### src/rtl/svtt_pkg.sv
// Shared constants and lookup functions for the sensor voltage linearizer.
// Holds the descending voltage table, the temperature points and the span reciprocals.
// No dependencies.
package svtt_pkg;

    // Number of points stored in the calibration table.
    localparam int STORED_POINTS = 33;
    // Width of a point index into the stored table.
    localparam int PT_IDX_W = 6;
    // Width of the cell code and of the temperature output.
    localparam int CODE_W = 16;
    localparam int TEMP_W = 12;
    // Width of a stored temperature point in whole degrees.
    localparam int DEG_W = 8;
    // Largest voltage span of one segment, and its width.
    localparam int MAX_SPAN = 700;
    localparam int SPAN_W = 10;
    // Temperature step between adjacent points, in whole degrees.
    localparam int DEG_STEP = 5;
    // Out-of-range marker in whole degrees.
    localparam int MARKER_DEG = -100;
    // Reciprocals are ceil(2^RECIP_SHIFT / span), exact for numerator * span < 2^RECIP_SHIFT.
    localparam int RECIP_SHIFT = 32;
    localparam int RECIP_W = 26;

    // Sensor voltage at each table point, in 100 uV code units (descending).
    function automatic logic [CODE_W-1:0] volt_pt(input logic [PT_IDX_W-1:0] idx);
        logic [CODE_W-1:0] v;
        unique case (idx)
            6'd0:    v = 16'd24400;
            6'd1:    v = 16'd24200;
            6'd2:    v = 16'd24000;
            6'd3:    v = 16'd23800;
            6'd4:    v = 16'd23500;
            6'd5:    v = 16'd23200;
            6'd6:    v = 16'd22700;
            6'd7:    v = 16'd22300;
            6'd8:    v = 16'd21700;
            6'd9:    v = 16'd21100;
            6'd10:   v = 16'd20500;
            6'd11:   v = 16'd19900;
            6'd12:   v = 16'd19200;
            6'd13:   v = 16'd18600;
            6'd14:   v = 16'd18000;
            6'd15:   v = 16'd17400;
            6'd16:   v = 16'd16800;
            6'd17:   v = 16'd16300;
            6'd18:   v = 16'd15900;
            6'd19:   v = 16'd15500;
            6'd20:   v = 16'd15100;
            6'd21:   v = 16'd14800;
            6'd22:   v = 16'd14500;
            6'd23:   v = 16'd14300;
            6'd24:   v = 16'd14000;
            6'd25:   v = 16'd13800;
            6'd26:   v = 16'd13700;
            6'd27:   v = 16'd13500;
            6'd28:   v = 16'd13400;
            6'd29:   v = 16'd13300;
            6'd30:   v = 16'd13200;
            6'd31:   v = 16'd13100;
            6'd32:   v = 16'd13000;
            default: v = 16'd0;
        endcase
        return v;
    endfunction

    // Temperature at each table point, in whole degrees C.
    function automatic logic signed [DEG_W-1:0] deg_pt(input logic [PT_IDX_W-1:0] idx);
        logic signed [DEG_W-1:0] t;
        unique case (idx)
            6'd0:    t = -8'sd40;
            6'd1:    t = -8'sd35;
            6'd2:    t = -8'sd30;
            6'd3:    t = -8'sd25;
            6'd4:    t = -8'sd20;
            6'd5:    t = -8'sd15;
            6'd6:    t = -8'sd10;
            6'd7:    t = -8'sd5;
            6'd8:    t = 8'sd0;
            6'd9:    t = 8'sd5;
            6'd10:   t = 8'sd10;
            6'd11:   t = 8'sd15;
            6'd12:   t = 8'sd20;
            6'd13:   t = 8'sd25;
            6'd14:   t = 8'sd30;
            6'd15:   t = 8'sd35;
            6'd16:   t = 8'sd40;
            6'd17:   t = 8'sd45;
            6'd18:   t = 8'sd50;
            6'd19:   t = 8'sd55;
            6'd20:   t = 8'sd60;
            6'd21:   t = 8'sd65;
            6'd22:   t = 8'sd70;
            6'd23:   t = 8'sd75;
            6'd24:   t = 8'sd80;
            6'd25:   t = 8'sd85;
            6'd26:   t = 8'sd90;
            6'd27:   t = 8'sd95;
            6'd28:   t = 8'sd100;
            6'd29:   t = 8'sd105;
            6'd30:   t = 8'sd110;
            6'd31:   t = 8'sd115;
            6'd32:   t = 8'sd120;
            default: t = 8'sd0;
        endcase
        return t;
    endfunction

    // Voltage span of the segment that starts at point idx.
    function automatic logic [SPAN_W-1:0] seg_span(input logic [PT_IDX_W-1:0] idx);
        logic [CODE_W-1:0] diff;
        diff = volt_pt(idx) - volt_pt(idx + 6'd1);
        return diff[SPAN_W-1:0];
    endfunction

    // Rounded-up reciprocal of each span that occurs in the table.
    function automatic logic [RECIP_W-1:0] span_recip(input logic [SPAN_W-1:0] span);
        logic [RECIP_W-1:0] r;
        unique case (span)
            10'd100: r = 26'd42949673;
            10'd200: r = 26'd21474837;
            10'd300: r = 26'd14316558;
            10'd400: r = 26'd10737419;
            10'd500: r = 26'd8589935;
            10'd600: r = 26'd7158279;
            10'd700: r = 26'd6135668;
            default: r = '0;
        endcase
        return r;
    endfunction

endpackage

### src/rtl/svtt_seg_find.sv
// Segment search for the voltage linearizer: compares the code against every segment
// in parallel and picks the first one that brackets it. Depends on svtt_pkg.
module svtt_seg_find
    import svtt_pkg::*;
#(
    parameter int NSEG  = 32,
    parameter int SEG_W = 5
)
(
    input  logic [CODE_W-1:0] code,
    output logic              hit,
    output logic [SEG_W-1:0]  seg_idx,
    output logic [SPAN_W-1:0] span_dist
);

    logic [NSEG-1:0]   in_seg;
    logic [CODE_W-1:0] hi_sel;
    logic [CODE_W-1:0] diff;

    // Each segment checks both of its end points, inclusive.
    always_comb
    begin
        for (int j = 0; j < NSEG; j++)
        begin
            in_seg[j] = (code <= volt_pt(PT_IDX_W'(j))) && (code >= volt_pt(PT_IDX_W'(j + 1)));
        end
    end

    // The lowest-numbered bracketing segment wins on a shared point.
    always_comb
    begin
        seg_idx = '0;
        for (int j = NSEG - 1; j >= 0; j--)
        begin
            if (in_seg[j])
            begin
                seg_idx = SEG_W'(j);
            end
        end
    end

    assign hit = |in_seg;

    // Distance below the upper point of the chosen segment; never above its span.
    assign hi_sel    = volt_pt(PT_IDX_W'(seg_idx));
    assign diff      = hi_sel - code;
    assign span_dist = diff[SPAN_W-1:0];

endmodule

### src/rtl/sensor_voltage_to_temperature_unit.sv
// Top level of the sensor voltage to temperature linearizer.
// Depends on svtt_pkg and svtt_seg_find.
//
// Converts a cell code in 100 uV units into a temperature in 1/2^FRAC_BITS degree C by
// linear interpolation over a fixed descending 33-point table (2.44 V at -40 C down to
// 1.30 V at 120 C). Codes outside the table span give the -100 C marker with
// out_of_range set. The block takes one transaction per clock while the output is not
// stalled and presents each result on out_valid after it passes through an input register,
// a segment-select stage that forms the rounding numerator, and an interpolation stage
// whose reciprocal multiply does the division by the segment span feeding the output
// register. All stages advance together whenever the output register is empty or
// being drained, so a stalled result holds the whole pipe.
module sensor_voltage_to_temperature_unit
    import svtt_pkg::*;
#(
    parameter int TABLE_POINTS = 33,
    parameter int FRAC_BITS    = 4
)
(
    input  logic                     clk,
    input  logic                     rst_n,
    input  logic                     in_valid,
    output logic                     in_ready,
    input  logic [CODE_W-1:0]        cell_code,
    output logic                     out_valid,
    input  logic                     out_ready,
    output logic signed [TEMP_W-1:0] temp_sixteenths,
    output logic                     out_of_range
);

    localparam int NPTS    = (TABLE_POINTS < STORED_POINTS) ? TABLE_POINTS : STORED_POINTS;
    localparam int NSEG    = NPTS - 1;
    localparam int SEG_W   = (NSEG > 1) ? $clog2(NSEG) : 1;
    localparam int NUM_W   = $clog2(MAX_SPAN * DEG_STEP * (2 ** FRAC_BITS) + MAX_SPAN);
    localparam int PROD_W  = NUM_W + RECIP_W;
    localparam int QW      = FRAC_BITS + 3;
    localparam int Q_MAX   = DEG_STEP * (2 ** FRAC_BITS);
    localparam int SUM_RAW = DEG_W + FRAC_BITS + 2;
    localparam int SUM_W   = (SUM_RAW > TEMP_W) ? SUM_RAW : TEMP_W;
    localparam int MARKER_FULL = MARKER_DEG * (2 ** FRAC_BITS);
    localparam logic [TEMP_W-1:0] MARKER = TEMP_W'(MARKER_FULL);

    logic advance;

    // Input stage registers.
    logic              s1_vld_reg;
    logic [CODE_W-1:0] code_reg;

    // Segment-select stage.
    logic              seg_hit;
    logic [SEG_W-1:0]  seg_idx;
    logic [SPAN_W-1:0] seg_dist;
    logic [SPAN_W-1:0] span_s1;
    logic [NUM_W-1:0]  numer_next;
    logic              s2_vld_reg;
    logic [SEG_W-1:0]  seg_reg;
    logic [NUM_W-1:0]  numer_reg;
    logic              oor_reg;

    // Interpolation stage.
    logic [RECIP_W-1:0] recip_s2;
    logic [PROD_W-1:0]  prod;
    logic [QW-1:0]      q_next;
    logic [SUM_W-1:0]   base;
    logic [SUM_W-1:0]   sum;
    logic [TEMP_W-1:0]  temp_next;
    logic               out_vld_reg;
    logic [TEMP_W-1:0]  temp_reg;
    logic               oor_out_reg;

    // The pipe moves whenever the output register can take a new result.
    assign advance  = !out_vld_reg || out_ready;
    assign in_ready = advance;

    // Valid flags of all stages.
    always_ff @(posedge clk or negedge rst_n)
    begin
        if (!rst_n)
        begin
            s1_vld_reg  <= 1'b0;
            s2_vld_reg  <= 1'b0;
            out_vld_reg <= 1'b0;
        end
        else if (advance)
        begin
            s1_vld_reg  <= in_valid;
            s2_vld_reg  <= s1_vld_reg;
            out_vld_reg <= s2_vld_reg;
        end
    end

    // Input register capture.
    always_ff @(posedge clk)
    begin
        if (advance && in_valid)
        begin
            code_reg <= cell_code;
        end
    end

    svtt_seg_find #(
        .NSEG  (NSEG),
        .SEG_W (SEG_W)
    ) u_seg_find (
        .code      (code_reg),
        .hit       (seg_hit),
        .seg_idx   (seg_idx),
        .span_dist (seg_dist)
    );

    // Rounding numerator: dist * step * 2^FRAC_BITS plus half the span.
    assign span_s1    = seg_span(PT_IDX_W'(seg_idx));
    assign numer_next = ((NUM_W'(seg_dist) * NUM_W'(DEG_STEP)) << FRAC_BITS)
                        + NUM_W'(span_s1 >> 1);

    always_ff @(posedge clk)
    begin
        if (advance && s1_vld_reg)
        begin
            seg_reg   <= seg_idx;
            numer_reg <= numer_next;
            oor_reg   <= !seg_hit;
        end
    end

    // Division by the span through its reciprocal, then the segment base is added.
    assign recip_s2 = span_recip(seg_span(PT_IDX_W'(seg_reg)));
    assign prod     = PROD_W'(numer_reg) * PROD_W'(recip_s2);
    assign q_next   = prod[RECIP_SHIFT +: QW];
    assign base     = SUM_W'(deg_pt(PT_IDX_W'(seg_reg))) << FRAC_BITS;
    assign sum      = base + SUM_W'(q_next);

    always_comb
    begin
        if (oor_reg)
        begin
            temp_next = MARKER;
        end
        else
        begin
            temp_next = sum[TEMP_W-1:0];
        end
    end

    always_ff @(posedge clk)
    begin
        if (advance && s2_vld_reg)
        begin
            temp_reg    <= temp_next;
            oor_out_reg <= oor_reg;
        end
    end

    assign out_valid       = out_vld_reg;
    assign temp_sixteenths = temp_reg;
    assign out_of_range    = oor_out_reg;

    // The distance into a chosen segment never exceeds that segment's span.
    a_dist_in_span: assert property (@(posedge clk) disable iff (!rst_n)
        s1_vld_reg && seg_hit |-> seg_dist <= span_s1)
        else $error("segment distance exceeds segment span");

    // The interpolated fraction never exceeds one full temperature step.
    a_frac_bound: assert property (@(posedge clk) disable iff (!rst_n)
        s2_vld_reg && !oor_reg |-> q_next <= QW'(Q_MAX))
        else $error("interpolated fraction exceeds one segment step");

    // An out-of-range result always carries the marker value.
    a_marker: assert property (@(posedge clk) disable iff (!rst_n)
        out_vld_reg && oor_out_reg |-> temp_reg == MARKER)
        else $error("out-of-range result without marker value");

    // A held result moves on only when the pipe advances.
    a_hold: assert property (@(posedge clk) disable iff (!rst_n)
        out_vld_reg && !out_ready |=> out_vld_reg && $stable(temp_reg) && $stable(oor_out_reg))
        else $error("stalled result changed");

endmodule

### config.mk
export PLATFORM = sky130hd
export DESIGN_NAME = sensor_voltage_to_temperature_unit
export DESIGN_NICKNAME = d
export VERILOG_FILES = /design/src/rtl/svtt_pkg.sv /design/src/rtl/svtt_seg_find.sv /design/src/rtl/sensor_voltage_to_temperature_unit.sv
export SDC_FILE = /design/constraint.sdc
export NUM_CORES = 1
export LEC_CHECK = 0
export ABC_AREA = 0
export BUFFER_PORTS_ARGS = -buffer_cell sky130_fd_sc_hd__buf_2
export CAP_MARGIN = 20
export CORE_UTILIZATION = 67
export DETAILED_ROUTE_END_ITERATION = 12
export PLACE_DENSITY_LB_ADDON = 0.08
export SYNTH_ARGS = -nofsm -noshare
export SYNTH_HDL_FRONTEND = slang
export SYNTH_SLANG_ARGS = --single-unit
### constraint.sdc
create_clock -name clk -period 15 [get_ports clk]
set_clock_uncertainty 0.1 [all_clocks]
set_input_delay 0.75 -clock clk [delete_from_list [all_inputs] [get_ports clk]]
set_output_delay 0.75 -clock clk [all_outputs]
set_load 0.02 [all_outputs]
==> results.ini <==
[global_routing]
grt_max_degree = 30
grt_pass1_vias = 18400
grt_use_total_pct = 41.4
antenna_found_initial = 0
grt_overflow = 0
grt_pass1_wl_um = 98100

[floorplanning]
coreArea_mm2 = 0.0296
start_util_pct = 68.1
die_h_um = 176
io_pins = 35
fp-row-count = 63
die-width_um = 176
dieArea_mm2 = 0.0308

[clock_tree]
cts.path.max_buffers = 2
h-tree-depth = 3
cts_root_buf = clkbuf_16
cts_buffers = 9
tritoncts = done
path_clk_slew_ps = 60
clk_latency_ps = 350
clkSinkCount = 69

[timing]
min_period_over_period_pct = 93.9
setup_viol = 0
rsz0062_at_grt = false
hold_violations = 0
fmax_ghz = 0.0710
maxSlewViolCount = 0
slew_headroom_pct = 28.5
fin_crit_ps = 14090
final.setup.tns_ps = 0
tightest_slew_ps = 1070

[synthesis]
ys_seq_area_share_pct = 9.40
synth-seq-cells = 69
ys_async_sr_fraction_pct = 4.35
yosysTopAreaCell = fa_1
ys_types = 97
syn_inst = 2422
yosysWarnings = 0
syn_area_per_cell_um2 = 8.33
synth_area_mm2 = 0.0202
yosysTopAreaCellShare_pct = 29.6
yosys-top-cells-area = fa_1 (30%), ha_1 (12%), edfxtp_1 (7.4%), inv_1 (6.5%), nand2_1 (5.7%)
synth_ff_type = edfxtp_1
synth_fp_nets = 2934
synth_edf_count = 50

[placed_design]
dp_hpwl_um = 48600
gp_congestion = 1.06
numPortBuffers = 34

[outcome]
status = finished, final reports clean

[drt]
first_iter_violations = 1964
avgRoutedWirePerCell_um = 22.4
num_vias = 18100
final_antenna_net_count = 0
drc_errors = 0
wl_um = 61900
vias_per_cell = 6.54
dr.pass1.iters = 7

[worst_setup_path]
path_class = register to register
cp_slowest_cell = edfxtp_1
cp_common_cell = fa_1
crit_arrival_ps = 14070
crit_fanout = 18
r2r_cells = 47
cp-end-kind = register
slowest_delay_ps = 730
crit_cells = 47
critPathBufInv = 4
startpoint_type = register
cp_data_required_time_ps = 14990
critPathTopFamily = adder cells

[finish]
antenna_cells = 0
fin_nets = 2880
layout-drive-gt1-share_pct = 5.90
final_common_cell = inv_1
seq_area_mm2 = 0.00190
multi_input_area_mm2 = 0.0164
layout_common_cells = inv_1 (347), nand2_1 (304), fa_1 (298)
fill_cells = 2384
syn_to_final_growth_pct = 3.29

[job]
drv_cap = 0

[worst_hold_path]
hold_class = primary input to asynchronous set/reset pin

-- repair_timing --
| item | 4_1_cts | 5_1_grt |
|---|---|---|
| buffers inserted | 0 | 1 |
| gates resized for setup | 0 | 2 |
| hold buffers | 0 | 0 |
| setup endpoints to repair | 0 | 5 |
-- through the flow --
| step | setup slack (ps) | hold WS (ps) | instance area [um2] | util (%) | std cells |
|---|---|---|---|---|---|
| 3_3_place_gp | 1180 | 385 | 20500 | 69.2 | 2745 |
| 4_1_cts | 758 | 83.9 | 20800 | 70.2 | 2761 |
| 2_1_floorplan | 2870 | 328 | 20200 | - | 2422 |
| 5_1_grt | 80.4 | 91.5 | 20800 | 70.3 | 2763 |
| 3_5_place_dp | 798 | 388 | 20500 | 69.2 | 2745 |
| 6_report | 915 | 95.3 | 20800 | 70.3 | 2763 |
-- cells in the mapped netlist (14+ instances only) --
| master | count |
|---|---|
| inv_1 | 347 |
| nand2_1 | 304 |
| fa_1 | 298 |
| ha_1 | 194 |
| a21oi_1 | 127 |
| o21ai_0 | 121 |
| nor2_1 | 110 |
| and2_1 | 96 |
| clkbuf_1 | 94 |
| edfxtp_1 | 50 |
| xnor2_1 | 48 |
| a21o_1 | 47 |
| nand3_1 | 47 |
| nor3_1 | 42 |
| buf_2 | 27 |
| nand2b_1 | 27 |
| and3_1 | 25 |
| o211ai_1 | 23 |
| or2_2 | 23 |
| nand4_1 | 20 |
| nor2b_1 | 20 |
| xor2_1 | 19 |
| nor4_1 | 18 |
| o21a_1 | 17 |
| a211oi_1 | 16 |
| dfxtp_1 | 16 |
| o21bai_1 | 16 |
| or3_1 | 15 |
| a31oi_1 | 14 |
-- layer usage --
| metal | vias to the layer above | GRT usage (%) | wire length, um |
|---|---|---|---|
| met1 | 8623 | 50.4 | 22600 |
| met2 | 1133 | 67.8 | 28600 |
| met4 | 0 | 27.3 | 4670 |
| met5 | - | 0 | 0 |
| met3 | 335 | 7.06 | 6040 |
| li1 | 7988 | - | - |
-- path summary, 6_finish.rpt --
check,from,to,slack [ps]
setup / recovery,seg_reg[0]$_DFFE_PP_,temp_sixteenths[8]$_SDFFCE_PP1P_,910
hold / removal,rst_n,s1_vld_reg$_DFFE_PN0N_,100
setup reg to reg,seg_reg[0]$_DFFE_PP_,temp_sixteenths[8]$_SDFFCE_PP1P_,910
hold reg to reg,s2_vld_reg$_DFFE_PN0N_,out_valid$_DFFE_PN0N_,410
max in group asynchronous,rst_n,out_valid$_DFFE_PN0N_,14590
min in group clk,s2_vld_reg$_DFFE_PN0N_,out_valid$_DFFE_PN0N_,410
-- final cells by class --
class,instances,area share (%)
clock inverters,7,0.396
repair buffers,68,2.04
clock buffers,9,1.08
multi-input cells,1868,78.7
well taps,390,2.34
flip-flops and latches,69,9.10
inverters,352,6.34
-- cell families after synthesis --
group	after synthesis	share of synthesized area (%)
fa+ha+maj	494	41.7
simple gates	813	20.5
xor+xnor	69	3.11
compound gates	483	15.5
mux	9	0.484
buf+inv	485	9.36
flops	69	9.40
Power is left out: the tool's default activity adds up to more than one toggle a clock period on the data nets, which glitch-free logic cannot reach.
